==> src/hw/rtl/hrb_pkg.sv <==
`default_nettype none
package hrb_pkg;

    localparam int BUFFER_DEPTH_DEF = 1024;
    localparam int STATE_WORDS_DEF  = 4;
    localparam int HISTORY_MAX_DEF  = 4;

    localparam int CFG_DATA_W  = 11;
    localparam int CFG_IDX_W   = 1;
    localparam int HIST_W      = 3;
    localparam int FRAME_SLOTS = 8;
    localparam int SLOT_IDX_W  = 3;
    localparam int FCNT_W      = 4;
    localparam int RND_W       = 16;
    localparam int DIVC_W      = 5;
    localparam int ACTION_W    = 16;
    localparam int DATA_W      = 32;
    localparam int META_W      = ACTION_W + DATA_W + 1;

    localparam logic [CFG_IDX_W-1:0] REG_HISTORY_LEN = 1'b0;
    localparam logic [CFG_IDX_W-1:0] REG_CAPACITY    = 1'b1;

    localparam logic [1:0] ACT_ADD    = 2'd0;
    localparam logic [1:0] ACT_SAMPLE = 2'd1;
    localparam logic [1:0] ACT_RECENT = 2'd2;

    localparam logic [1:0] KIND_HIST   = 2'd0;
    localparam logic [1:0] KIND_NEXT   = 2'd1;
    localparam logic [1:0] KIND_RECENT = 2'd2;
    localparam logic [1:0] KIND_EMPTY  = 2'd3;

    typedef enum logic [3:0] {
        ST_IDLE,
        ST_DIV,
        ST_OLDER,
        ST_META,
        ST_RINIT,
        ST_WALK,
        ST_CHK,
        ST_EMIT_RD,
        ST_EMIT_LD,
        ST_ERR,
        ST_EMIT_WAIT
    } hrb_state_t;

    typedef struct packed {
        logic accept;
        logic div_step;
        logic set_sample;
        logic set_recent;
        logic load_meta;
        logic walk_issue;
        logic walk_pad;
        logic walk_check;
        logic emit_issue;
        logic emit_load;
        logic err_load;
        logic emit_advance;
    } hrb_cmd_t;

    typedef struct packed {
        logic [1:0] in_act;
        logic       fill_zero;
        logic       recent_final;
        logic       div_done;
        logic       walk_done;
        logic       walk_can_read;
        logic       out_taken;
        logic       out_last;
    } hrb_status_t;

endpackage
`default_nettype wire

==> src/hw/rtl/hrb_ctrl.sv <==
`default_nettype none
module hrb_ctrl (
    input  wire logic                clk,
    input  wire logic                rst_n,
    input  wire logic                in_valid,
    output logic                     in_ready,
    input  wire hrb_pkg::hrb_status_t status,
    output hrb_pkg::hrb_cmd_t        cmd
);

    hrb_pkg::hrb_state_t state_reg;
    hrb_pkg::hrb_state_t state_next;

    always_ff @(posedge clk or negedge rst_n)
    begin
        if (!rst_n)
        begin
            state_reg <= hrb_pkg::ST_IDLE;
        end
        else
        begin
            state_reg <= state_next;
        end
    end

    always_comb
    begin
        state_next = state_reg;
        case (state_reg)
            hrb_pkg::ST_IDLE:
            begin
                if (in_valid)
                begin
                    if (status.in_act == hrb_pkg::ACT_SAMPLE)
                    begin
                        state_next = status.fill_zero ? hrb_pkg::ST_ERR : hrb_pkg::ST_DIV;
                    end
                    else if (status.recent_final)
                    begin
                        state_next = hrb_pkg::ST_RINIT;
                    end
                end
            end
            hrb_pkg::ST_DIV:
            begin
                if (status.div_done)
                begin
                    state_next = hrb_pkg::ST_OLDER;
                end
            end
            hrb_pkg::ST_OLDER:     state_next = hrb_pkg::ST_META;
            hrb_pkg::ST_META:      state_next = hrb_pkg::ST_WALK;
            hrb_pkg::ST_RINIT:     state_next = hrb_pkg::ST_WALK;
            hrb_pkg::ST_WALK:
            begin
                if (status.walk_done)
                begin
                    state_next = hrb_pkg::ST_EMIT_RD;
                end
                else if (status.walk_can_read)
                begin
                    state_next = hrb_pkg::ST_CHK;
                end
            end
            hrb_pkg::ST_CHK:       state_next = hrb_pkg::ST_WALK;
            hrb_pkg::ST_EMIT_RD:   state_next = hrb_pkg::ST_EMIT_LD;
            hrb_pkg::ST_EMIT_LD:   state_next = hrb_pkg::ST_EMIT_WAIT;
            hrb_pkg::ST_ERR:       state_next = hrb_pkg::ST_EMIT_WAIT;
            hrb_pkg::ST_EMIT_WAIT:
            begin
                if (status.out_taken)
                begin
                    state_next = status.out_last ? hrb_pkg::ST_IDLE : hrb_pkg::ST_EMIT_RD;
                end
            end
            default:               state_next = hrb_pkg::ST_IDLE;
        endcase
    end

    always_comb
    begin
        cmd      = '0;
        in_ready = 1'b0;
        case (state_reg)
            hrb_pkg::ST_IDLE:
            begin
                in_ready   = 1'b1;
                cmd.accept = in_valid;
            end
            hrb_pkg::ST_DIV:       cmd.div_step = !status.div_done;
            hrb_pkg::ST_OLDER:     cmd.set_sample = 1'b1;
            hrb_pkg::ST_META:      cmd.load_meta = 1'b1;
            hrb_pkg::ST_RINIT:     cmd.set_recent = 1'b1;
            hrb_pkg::ST_WALK:
            begin
                if (!status.walk_done)
                begin
                    cmd.walk_issue = status.walk_can_read;
                    cmd.walk_pad   = !status.walk_can_read;
                end
            end
            hrb_pkg::ST_CHK:       cmd.walk_check = 1'b1;
            hrb_pkg::ST_EMIT_RD:   cmd.emit_issue = 1'b1;
            hrb_pkg::ST_EMIT_LD:   cmd.emit_load = 1'b1;
            hrb_pkg::ST_ERR:       cmd.err_load = 1'b1;
            hrb_pkg::ST_EMIT_WAIT: cmd.emit_advance = status.out_taken;
            default:               cmd = '0;
        endcase
    end

endmodule
`default_nettype wire

==> config.mk <==
export PLATFORM = sky130hd
export DESIGN_NAME = hrb_ctrl
export DESIGN_NICKNAME = d
export VERILOG_FILES = /design/src/hw/rtl/hrb_pkg.sv /design/src/hw/rtl/hrb_ctrl.sv
export SDC_FILE = /design/constraint.sdc
export NUM_CORES = 1
export LEC_CHECK = 0
export BUFFER_PORTS_ARGS = -buffer_cell sky130_fd_sc_hd__buf_2
export CORE_AREA = 4 4 41 43
export CTS_BUF_LIST = sky130_fd_sc_hd__clkbuf_16
export DETAILED_ROUTE_END_ITERATION = 6
export DIE_AREA = 0 0 45 47
export GPL_TIMING_DRIVEN = 0
export HOLD_SLACK_MARGIN = 0.15
export PLACE_DENSITY = 0.67
export SYNTH_ARGS = -nofsm -noshare
export SYNTH_HDL_FRONTEND = slang
export SYNTH_SLANG_ARGS = --single-unit
==> constraint.sdc <==
create_clock -name clk -period 3.3 [get_ports clk]
set_input_delay 0.495 -clock clk [delete_from_list [all_inputs] [get_ports clk]]
set_output_delay 0.495 -clock clk [all_outputs]
set_load 0.005 [all_outputs]
=== Yosys cells after proc, flatten, opt, wreduce, memory -nomap -nowiden ===
Index checks and enable logic that the tools add are counted.

* Equal/unequal tests: 16
* Mux-type cells: 23
* Reduce and logical (&&, ||, !) cells: 6

{| class="wikitable"
|+ Operator list
! kind !! count
|-
| 4-bit 2-to-1 mux || 8
|-
| 4-bit case mux with 8 select lines || 1
|-
| 4-bit by 3-bit equality test with 1-bit output, second input constant || 4
|-
| 4-bit equality test, second input constant || 3
|-
| 1-bit 2-to-1 mux || 11
|-
| 4-bit by 2-bit equality test with 1-bit output, second input constant || 2
|-
| 2-bit inequality test, second input constant || 3
|-
| 3-bit inequality test, second input constant || 2
|-
| 5-bit AND reduction || 1
|-
| 4-bit by 1-bit equality test with 1-bit output, second input constant || 1
|-
| 4-bit zero test || 1
|-
| 2-bit 2-to-1 mux || 2
|-
| 3-bit 2-to-1 mux || 1
|-
| 3-bit OR reduction || 1
|-
| 2-bit by 1-bit equality test with 1-bit output, second input constant || 1
|-
| 1-bit zero test || 2
|-
| 2-bit OR reduction || 1
|}

* Flip-flop bits (word level): 4

=== Depth between registers and ports, before layout ===
Gate-level depths: netlist of the first run.

* Depth after elaboration: 4
* Mapped depth: 5
* Depth with buffers taken out: 4

=== Worst setup path before layout of the first run ===
Ideal clock, no wire load.

* Path kind: reg-to-output
* Start: register state_reg[3]
* End: output port cmd[6] (netlist bit)
* Arrival: 1.021 ns
* Data required time: 2.805 ns
* Slack: 1.784 ns
* Cell stages (with the launch flop): 4
* Buffers on the path: 1
* Cell sequence: dfrtp_1 -> buf_4 -> nand2b_1 -> nor4b_1

{| class="wikitable"
|+ RTL lines
! item !! line !! source
|-
| start, declared || hrb_ctrl.sv:11 || <nowiki>hrb_pkg::hrb_state_t state_reg;</nowiki>
|-
| start signal, assigned || hrb_ctrl.sv:18 || <nowiki>state_reg <= hrb_pkg::ST_IDLE;</nowiki>
|-
| start signal, assigned || hrb_ctrl.sv:22 || <nowiki>state_reg <= state_next;</nowiki>
|-
| end, declared || hrb_ctrl.sv:8 || <nowiki>output hrb_pkg::hrb_cmd_t cmd</nowiki>
|}

==> results.sh, run 1 <==
export IMPL_layout_common_cells="buf_2, nor2_1, nor3_1, nand2b_1"
export IMPL_postCtsSetupBuffers=0
export IMPL_cts_buffer_depth=2
export IMPL_core_area_mm2=0.00130
export IMPL_cp_num_cells=4
export IMPL_antenna_found_initial=0
export IMPL_final_nets=104
export IMPL_gp_congestion=0.790
export IMPL_path_clk_slew_ns=0.03
export IMPL_post_route_cell_area_um2=686
export IMPL_intPower_uw=419
export IMPL_slowest_stage="dfrtp_1"
export IMPL_swShare=0.408
export IMPL_groute_usage_overall=0.155
export IMPL_flow_area_growth_from_synthesis_pct=48.5
export IMPL_dieWidth_um=45
export IMPL_placed_cells=101
export IMPL_dieHeight_um=47
export IMPL_hp_class="primary input to async pin"
export IMPL_cpPeakStageDelay_ns=0.39
export IMPL_p_comb_frac=0.597
export IMPL_setup_viol=0
export IMPL_syn_cell_area_um2=462
export IMPL_top_usage_layer="met2"
export IMPL_start_util=0.355
export IMPL_finalCriticalPeriod_ns=1.91
export IMPL_ys_seq_elements=4
export IMPL_tightest_slew_ns=0.301
export IMPL_synth_fp_nets=74
export IMPL_row_count=13
export IMPL_place_area_um2=601
export IMPL_critPathMostFrequentCell="buf_2"
export IMPL_p_per_area_mw_per_mm2=1030
export IMPL_port_buffer_count=24
export IMPL_tritoncts="yes"
export IMPL_pwr_share_clk=0.260
export IMPL_arrival_ns=1.41
export IMPL_worst_clock_skew_ns=0.00142
export IMPL_hold_viol_final=0
export IMPL_ctsHoldBuffers=1
export IMPL_routed_wl_um=1340
export IMPL_postRouteAntennaNets=0
export IMPL_crit_path_end_kind="primary output"
export IMPL_rsz0062_at_grt="false"
export IMPL_cap_violations=0
export IMPL_first_pass_iters=4
export IMPL_status="complete, no violations"
export IMPL_max_freq_mhz=524
export IMPL_synth_flop_cell="dfrtp_1"
export IMPL_timing_final_ws_setup_ns=1.39
export IMPL_synth_area_leaders="dfrtp_1, nor2_1, nand2b_1"
export IMPL_use_met3=0.0498
export IMPL_num_vias=559
export IMPL_yosys_area_top_type="dfrtp_1"
export IMPL_critPathRequiredTime_ns=2.80
export IMPL_clock_latency_ns=0.22
export IMPL_vdd_ir_drop_max_uv=627
export IMPL_maxSlewViolCount=0
export IMPL_htreeDepth=1
export IMPL_ys_types=30
export IMPL_largest_register_ffs=4
export IMPL_ios=25
export IMPL_cts_buffers=3
export IMPL_drt_iter0_drc=8
export IMPL_period_share=0.578
export IMPL_post_cts_resize_count=0
export IMPL_hpwlAfterDp_um=1060
export IMPL_seq_power_share=0.144
export IMPL_yosys_area_top_type_share=0.217
export IMPL_yosysSeqAreaShare=0.217
export IMPL_start_kind="flop"
export IMPL_grt_overflow=0
export IMPL_cts_root_buf="clkbuf_16"
export IMPL_ff2ff_path_depth=5
export IMPL_p_switching_uw=290
export IMPL_critical_path_top_delay_family="simple AND/OR/NAND/NOR gates"
export IMPL_drive_gt1_frac=0.389
export IMPL_synth_edf_count=0
export IMPL_crit_type="flop to primary output"
export IMPL_critPathMaxFanout=10
export IMPL_final_common_cell="buf_2"
export IMPL_grt_max_degree=11
export IMPL_synth_cells=62
export IMPL_post_place_ws_ns=1.61
export IMPL_fin_hold_ws_ns=0.612
export IMPL_slew_headroom=0.798
export IMPL_clock_sinks=4
export IMPL_instances_no_fill=105
export IMPL_leakage_uw=0.000359
export IMPL_avgSynthCellArea_um2=7.45
export IMPL_grt_pass1_wl_um=2440
export IMPL_via_per_inst=5.32
export IMPL_worst_path_buf_inv=2
export IMPL_async_flop_share=1.00
export IMPL_fin_setup_tns_ns=0
export IMPL_fp_dieArea_mm2=0.00212
export IMPL_wl_per_cell_um=12.7
export IMPL_yosys_warnings=0
export IMPL_grtUsageMet1=0.191
export IMPL_use_met2=0.266
export IMPL_crit_chain="buf_2 -> nor4_4 -> and2_1 -> buf_2"
export IMPL_drc=0
export IMPL_antenna_cells_inserted=0
export IMPL_grt_pass1_vias=585
-- metal layers --
metal  part of all wire  routed length (µm)  vias up
li1                   -                   -      281
met1               0.44                 583      251
met2               0.47                 622       25
met3              0.085                 114        2
met4              0.012                  16        0
met5                  0                   0        -
-- Yosys cell counts, types with 2 or more instances --
| cell | number |
|---|---|
| nor2_1 | 9 |
| a21o_1 | 2 |
| buf_2 | 3 |
| nand2b_1 | 5 |
| a22oi_1 | 2 |
| buf_4 | 2 |
| nand2_1 | 3 |
| dfrtp_1 | 4 |
| nor3_1 | 6 |
| nor4_1 | 2 |
| mux2i_1 | 2 |
| a21oi_1 | 4 |
-- power by group through the flow --
| stage | clock network (µW) | logic [µW] | registers [µW] |
|---|---|---|---|
| after floorplan | 0 | 315 | 95.5 |
| after global placement | 0 | 410 | 101 |
| after detailed placement | 0 | 422 | 103 |
| after CTS | 188 | 425 | 102 |
| after global routing | 196 | 481 | 107 |
| final | 184 | 423 | 102 |
-- through the flow --
| step | total power, µW | util |
|---|---|---|
| after detailed placement | 524 | 0.462 |
| after global routing | 784 | 0.527 |
| after CTS | 715 | 0.527 |
| after global placement | 512 | 0.462 |
| after floorplan | 410 | - |
| final | 709 | 0.527 |
-- cell families (layout without fill, tap and decap cells) --
kind of cell | after synthesis | after routing | share of synthesized area
and+or+nand+nor | 32 | 32 | 0.404
AOI/OAI and AO/OA | 17 | 17 | 0.255
buffers and inverters | 7 | 35 | 0.0813
DFF | 4 | 4 | 0.217
muxes | 2 | 2 | 0.0434
-- worst register-to-register path, delay by kind of cell (launching register included) --
kind                   cells  cell delay, ns
AND/OR/NAND/NOR            2            0.46
flip-flops                 1            0.39
buffers and inverters      1            0.21
AO/OA/AOI/OAI              2            0.23
-- path summary, 6_finish.rpt --
kind                            slack, ns          from            to
worst min register to register       0.71  state_reg[3]  state_reg[0]
worst max-delay path                 1.39  state_reg[2]       cmd[11]
worst min-delay path                 0.61         rst_n  state_reg[3]
max in group asynchronous            2.57         rst_n  state_reg[2]
worst max register to register       1.89  state_reg[2]  state_reg[1]
min in group clk                     0.63     status[1]  state_reg[3]
-- cell type report --
| type | count | area [µm²] |
|---|---|---|
| fill | 143 | 616 |
| multi-input combinational | 51 | 324 |
| timing repair buffer | 25 | 130 |
| sequential | 4 | 100 |
| clock buffer | 3 | 75.1 |
| buffer | 5 | 30.0 |
| tap | 15 | 18.8 |
| inverter | 2 | 7.51 |
No activity file was read; power rests on OpenSTA's default activity.
==> run 2, diff against run 1 <==
--- a/config.mk
+++ b/config.mk
@@ -12,7 +12,7 @@
 export DIE_AREA = 0 0 45 47
 export GPL_TIMING_DRIVEN = 0
 export HOLD_SLACK_MARGIN = 0.15
-export PLACE_DENSITY = 0.67
+export PLACE_DENSITY = 0.69
 export SYNTH_ARGS = -nofsm -noshare
 export SYNTH_HDL_FRONTEND = slang
 export SYNTH_SLANG_ARGS = --single-unit
==> constraint.sdc (replaced) <==
create_clock -name clk -period 1.7 [get_ports clk]
set_input_delay 0.255 -clock clk [delete_from_list [all_inputs] [get_ports clk]]
set_output_delay 0.255 -clock clk [all_outputs]
set_load 0.005 [all_outputs]
==> run 2 against run 1 <==
- sequential share of layout area down 0.31 points
- core utilization rose by 1.2 points
- clock power increased by 97%
- highest routed layer unchanged
- worst setup slack got worse by 1.3 ns
- cell area is 2.2% higher
- worst hold slack worse by 0.25 ns
- largest cell class unchanged
- critical endpoint is now cmd[6]
- combinational power rose by 98%
- global-route usage is 1.4 points lower
==> results.sh, run 2 (synthesis gave the netlist of run 1 again) <==
export IMPL_antenna_cells_inserted=0
export IMPL_postRouteAntennaNets=0
export IMPL_max_freq_mhz=616
export IMPL_wl_per_cell_um=12.8
export IMPL_grt_overflow=0
export IMPL_post_place_ws_ns=0.249
export IMPL_crit_path_end_kind="primary output"
export IMPL_cpPeakStageDelay_ns=0.34
export IMPL_layout_common_cells="buf_2, nor2_1, nor3_1, nand2b_1"
export IMPL_met2WireLength_um=619
export IMPL_flow_area_growth_from_synthesis_pct=51.8
export IMPL_ios=25
export IMPL_clock_latency_ns=0.22
export IMPL_fillCellCount=141
export IMPL_num_vias=566
export IMPL_row_count=13
export IMPL_endpoint="cmd[6]"
export IMPL_route_met3_wl_um=159
export IMPL_seqCellArea_um2=100
export IMPL_cts_buffers=3
export IMPL_place_area_um2=601
export IMPL_start_kind="flop"
export IMPL_leakage_uw=0.000360
export IMPL_vdd_ir_drop_max_uv=1370
export IMPL_hp_class="primary input to async pin"
export IMPL_dieHeight_um=47
export IMPL_groute_usage_overall=0.142
export IMPL_crit_start="state_reg[3]"
export IMPL_routed_top_layer="met4"
export IMPL_post_route_cell_area_um2=701
export IMPL_first_pass_iters=4
export IMPL_fp_dieArea_mm2=0.00212
export IMPL_drt_iter0_drc=22
export IMPL_critPathMaxFanout=7
export IMPL_fin_setup_tns_ns=0
export IMPL_drc=0
export IMPL_slew_headroom=0.794
export IMPL_met1_length_um=546
export IMPL_port_buffer_count=24
export IMPL_grt_pass1_wl_um=2210
export IMPL_start_util=0.355
export IMPL_rsz0062_at_grt="false"
export IMPL_critPathRequiredTime_ns=1.44
export IMPL_finalCriticalPeriod_ns=1.62
export IMPL_core_area_mm2=0.00130
export IMPL_postCtsSetupBuffers=0
export IMPL_ff2ff_path_depth=5
export IMPL_tritoncts="yes"
export IMPL_p_per_area_mw_per_mm2=1990
export IMPL_via_per_inst=5.39
export IMPL_slowest_stage="dfrtp_1"
export IMPL_crit_chain="buf_4 -> nand2b_1 -> nor4b_2 -> buf_2"
export IMPL_htreeDepth=1
export IMPL_grt_max_degree=11
export IMPL_largest_register_ffs=4
export IMPL_clock_sinks=4
export IMPL_multi_input_area_um2=337
export IMPL_cts_buffer_depth=2
export IMPL_setup_viol=0
export IMPL_hold_viol_final=0
export IMPL_timing_rr_end="state_reg[1]"
export IMPL_drive_gt1_frac=0.411
export IMPL_routed_wl_um=1340
export IMPL_hpwlAfterDp_um=1030
export IMPL_maxSlewViolCount=0
export IMPL_path_clk_slew_ns=0.03
export IMPL_worst_clock_skew_ns=0.00144
export IMPL_period_share=0.954
export IMPL_dieWidth_um=45
export IMPL_timing_final_ws_setup_ns=0.0779
export IMPL_grt_pass1_vias=522
export IMPL_r2r_start="state_reg[2]"
export IMPL_crit_type="flop to primary output"
export IMPL_status="complete, no violations"
export IMPL_fin_util=0.538
export IMPL_rrSetupSlack_ns=0.30
export IMPL_antenna_found_initial=0
export IMPL_arrival_ns=1.37
export IMPL_gp_congestion=0.841
export IMPL_final_nets=104
export IMPL_cts_root_buf="clkbuf_16"
export IMPL_final_common_cell="buf_2"
export IMPL_cap_violations=0
export IMPL_tightest_slew_ns=0.306
run 2: routing by layer:
metal	track usage	up-vias
met1	0.181	245
met2	0.237	37
met4	0.0526	0
met5	0	-
met3	0.0268	2
li1	-	282
run 2: power breakdown:
| part | total [µW] | internal, µW | switching, µW |
|---|---|---|---|
| Combinational | 837 | 377 | 459 |
| Clock | 362 | 300 | 62.2 |
| Sequential | 195 | 146 | 49.7 |
| Total | 1390 | 823 | 571 |
run 2: area by class of cell:
class	instances	area share
Timing Repair Buffer	25	0.186
Clock buffer	3	0.107
Sequential cell	4	0.143
Inverter	2	0.0107
Tap cell	15	0.0268
Multi-Input combinational cell	51	0.480
Buffer	5	0.0464
run 2: worst min path at each step:
| stage | from | endpoint | slack, ns | cells after the start |
|---|---|---|---|---|
| final | rst_n | state_reg[0] | 0.37 | 2 |
| after global routing | rst_n | state_reg[0] | 0.39 | 2 |
| after CTS | rst_n | state_reg[0] | 0.37 | 2 |
| after detailed placement | rst_n | state_reg[2] | 0.06 | 1 |
| after global placement | rst_n | state_reg[2] | 0.06 | 1 |
| after floorplan | rst_n | state_reg[0] | -0.04 | 0 |
run 2: what timing repair did:
action	4_1_cts	5_1_grt
hold endpoints to repair	4	0
hold buffers	1	0
resized for setup	0	3
endpoints found under the setup margin	0	4
run 2: worst max-delay path: cells and delay by family, from the launching register on:
kind / cells / cell delay, ns
simple gates: 2 / 0.49
flops: 1 / 0.34
buf+inv: 2 / 0.31
run 2: through the flow:
stage / instances / hold slack, ns / total power, µW
after global routing: 105 / 0.387 / 1510
after CTS: 105 / 0.371 / 1380
after floorplan: 62 / -0.0406 / 796
after detailed placement: 101 / 0.0631 / 1000
final: 105 / 0.366 / 1390
after global placement: 101 / 0.0588 / 992
==> run 3, diff against run 2 <==
--- a/config.mk
+++ b/config.mk
@@ -6,13 +6,14 @@
 export NUM_CORES = 1
 export LEC_CHECK = 0
 export BUFFER_PORTS_ARGS = -buffer_cell sky130_fd_sc_hd__buf_2
-export CORE_AREA = 4 4 41 43
+export CAP_MARGIN = 20
+export CORE_MARGIN = 4
+export CORE_UTILIZATION = 30
 export CTS_BUF_LIST = sky130_fd_sc_hd__clkbuf_16
 export DETAILED_ROUTE_END_ITERATION = 6
-export DIE_AREA = 0 0 45 47
 export GPL_TIMING_DRIVEN = 0
 export HOLD_SLACK_MARGIN = 0.15
-export PLACE_DENSITY = 0.69
+export PLACE_DENSITY = 0.6
 export SYNTH_ARGS = -nofsm -noshare
 export SYNTH_HDL_FRONTEND = slang
 export SYNTH_SLANG_ARGS = --single-unit
==> constraint.sdc (replaced) <==
create_clock -name clk -period 1.9 [get_ports clk]
set_input_delay 0.285 -clock clk [delete_from_list [all_inputs] [get_ports clk]]
set_output_delay 0.285 -clock clk [all_outputs]
set_load 0.005 [all_outputs]
==> run 3 against run 2 <==
- die area increased by 5.5%
- register-to-register slack improved by 0.20 ns
- flip-flop and latch count unchanged
- count of clock-buffer cells in the layout unchanged
- clock power decreased by 11%
- critical path depth unchanged
- first-iteration DRC count decreased by 82%
- final cell count unchanged
- via count decreased by 1.8%
==> results.sh, run 3 (synthesis gave the netlist of run 1 again) <==
export IMPL_status="complete, no violations"
export IMPL_via_per_inst=5.30
export IMPL_start_util=0.338
export IMPL_arrival_ns=1.41
export IMPL_setup_viol=0
export IMPL_port_buffer_count=24
export IMPL_path_clk_slew_ns=0.03
export IMPL_max_freq_mhz=591
export IMPL_flow_area_growth_from_synthesis_pct=48.5
export IMPL_r2r_start="state_reg[2]"
export IMPL_groute_usage_overall=0.138
export IMPL_critPathMaxFanout=7
export IMPL_layout_common_cells="buf_2, nor2_1, nor3_1, nand2b_1"
export IMPL_start_kind="flop"
export IMPL_critPathRequiredTime_ns=1.62
export IMPL_antenna_found_initial=0
export IMPL_dieHeight_um=47.2
export IMPL_worst_clock_skew_ns=0.00152
export IMPL_cts_buffers=3
export IMPL_final_common_cell="buf_2"
export IMPL_core_area_mm2=0.00137
export IMPL_tritoncts="yes"
export IMPL_cts_buffer_depth=2
export IMPL_largest_register_ffs=4
export IMPL_wl_per_cell_um=12.2
export IMPL_finalCriticalPeriod_ns=1.69
export IMPL_postRouteAntennaNets=0
export IMPL_tightest_slew_ns=0.312
export IMPL_postCtsSetupBuffers=0
export IMPL_slew_headroom=0.790
export IMPL_first_pass_iters=4
export IMPL_clock_sinks=4
export IMPL_ios=25
export IMPL_rrSetupSlack_ns=0.50
export IMPL_gp_congestion=0.765
export IMPL_vdd_ir_drop_max_uv=918
export IMPL_num_vias=556
export IMPL_drt_iter0_drc=4
export IMPL_dieWidth_um=47.2
export IMPL_hpwlAfterDp_um=1090
export IMPL_timing_rr_end="state_reg[1]"
export IMPL_grt_pass1_wl_um=2170
export IMPL_hold_viol_final=0
export IMPL_drive_gt1_frac=0.389
export IMPL_fin_setup_tns_ns=0
export IMPL_post_cts_resize_count=0
export IMPL_rsz0062_at_grt="false"
export IMPL_crit_path_end_kind="primary output"
export IMPL_post_route_cell_area_um2=686
export IMPL_antenna_cells_inserted=0
export IMPL_grt_max_degree=11
export IMPL_grtUsageMet1=0.152
export IMPL_cap_violations=0
export IMPL_cts_root_buf="clkbuf_16"
export IMPL_crit_type="flop to primary output"
export IMPL_grt_overflow=0
export IMPL_p_total_uw=1220
export IMPL_top_usage_layer="met2"
export IMPL_p_per_area_mw_per_mm2=1770
export IMPL_htreeDepth=1
export IMPL_place_area_um2=601
export IMPL_ff2ff_path_depth=5
export IMPL_use_met3=0.0460
export IMPL_use_met2=0.243
export IMPL_ctsHoldBuffers=1
export IMPL_grt_pass1_vias=536
export IMPL_maxSlewViolCount=0
export IMPL_drc=0
export IMPL_row_count=13
export IMPL_fp_dieArea_mm2=0.00223
export IMPL_routed_wl_um=1280
export IMPL_hp_class="primary input to async pin"
export IMPL_clock_latency_ns=0.22
export IMPL_period_share=0.891
export IMPL_leakage_uw=0.000359
export IMPL_final_nets=104
export IMPL_fillCellCount=153
-- run 3: changes by cell type in the layout (fill, tap and decap cells not counted) --
cell	delta
nor4b_2	-1
nor4_2	-1
nor4_1	+1
nor4b_1	+1
clkbuf_4	-1
buf_2	+1
-- run 3: how the worst max path moves through the flow --
stage               slack [ns]      end  cells past startpoint    startpoint
floorplan                 0.59   cmd[6]                      3  state_reg[3]
global placement          0.46  cmd[11]                      4  state_reg[2]
detailed placement        0.44   cmd[6]                      4  state_reg[3]
CTS                       0.20  cmd[11]                      4  state_reg[2]
global route              0.05   cmd[6]                      4  state_reg[3]
finish                    0.21   cmd[6]                      4  state_reg[3]
-- run 3: power breakdown --
group / internal [µW] / switching (µW)
clock network: 268 / 53.7
logic: 330 / 392
registers: 130 / 42.2
-- run 3: cell type report --
| type | instances | area, µm² | share of cell area |
|---|---|---|---|
| Inverter | 2 | 7.51 | 0.0109 |
| Clock buffer | 3 | 75.1 | 0.109 |
| Timing Repair Buffer | 25 | 130 | 0.190 |
| Sequential cell | 4 | 100 | 0.146 |
| Buffer | 5 | 30.0 | 0.0438 |
| Multi-Input combinational cell | 51 | 324 | 0.473 |
| Tap cell | 15 | 18.8 | 0.0274 |
-- run 3: routing by layer --
| metal | wire length [µm] | part of all wire |
|---|---|---|
| met1 | 541 | 0.42 |
| met2 | 618 | 0.48 |
| met3 | 121 | 0.094 |
| met4 | 0 | 0 |
| met5 | 0 | 0 |
-- run 3: worst max-delay path, stage by stage, from the launching register on --
cell and delay [ns]:
dfrtp_1 0.34, buf_4 0.15, nand2b_1 0.21, nor4b_1 0.31
buf_2 0.17
-- run 3: metrics by stage --
step	setup WS, ns	utilization	std cells	hold slack (ns)
detailed placement	0.442	0.440	101	0.0939
global route	0.0540	0.502	105	0.413
finish	0.207	0.502	105	0.400
floorplan	0.594	-	62	-0.0106
global placement	0.464	0.440	101	0.0887
CTS	0.203	0.502	105	0.401
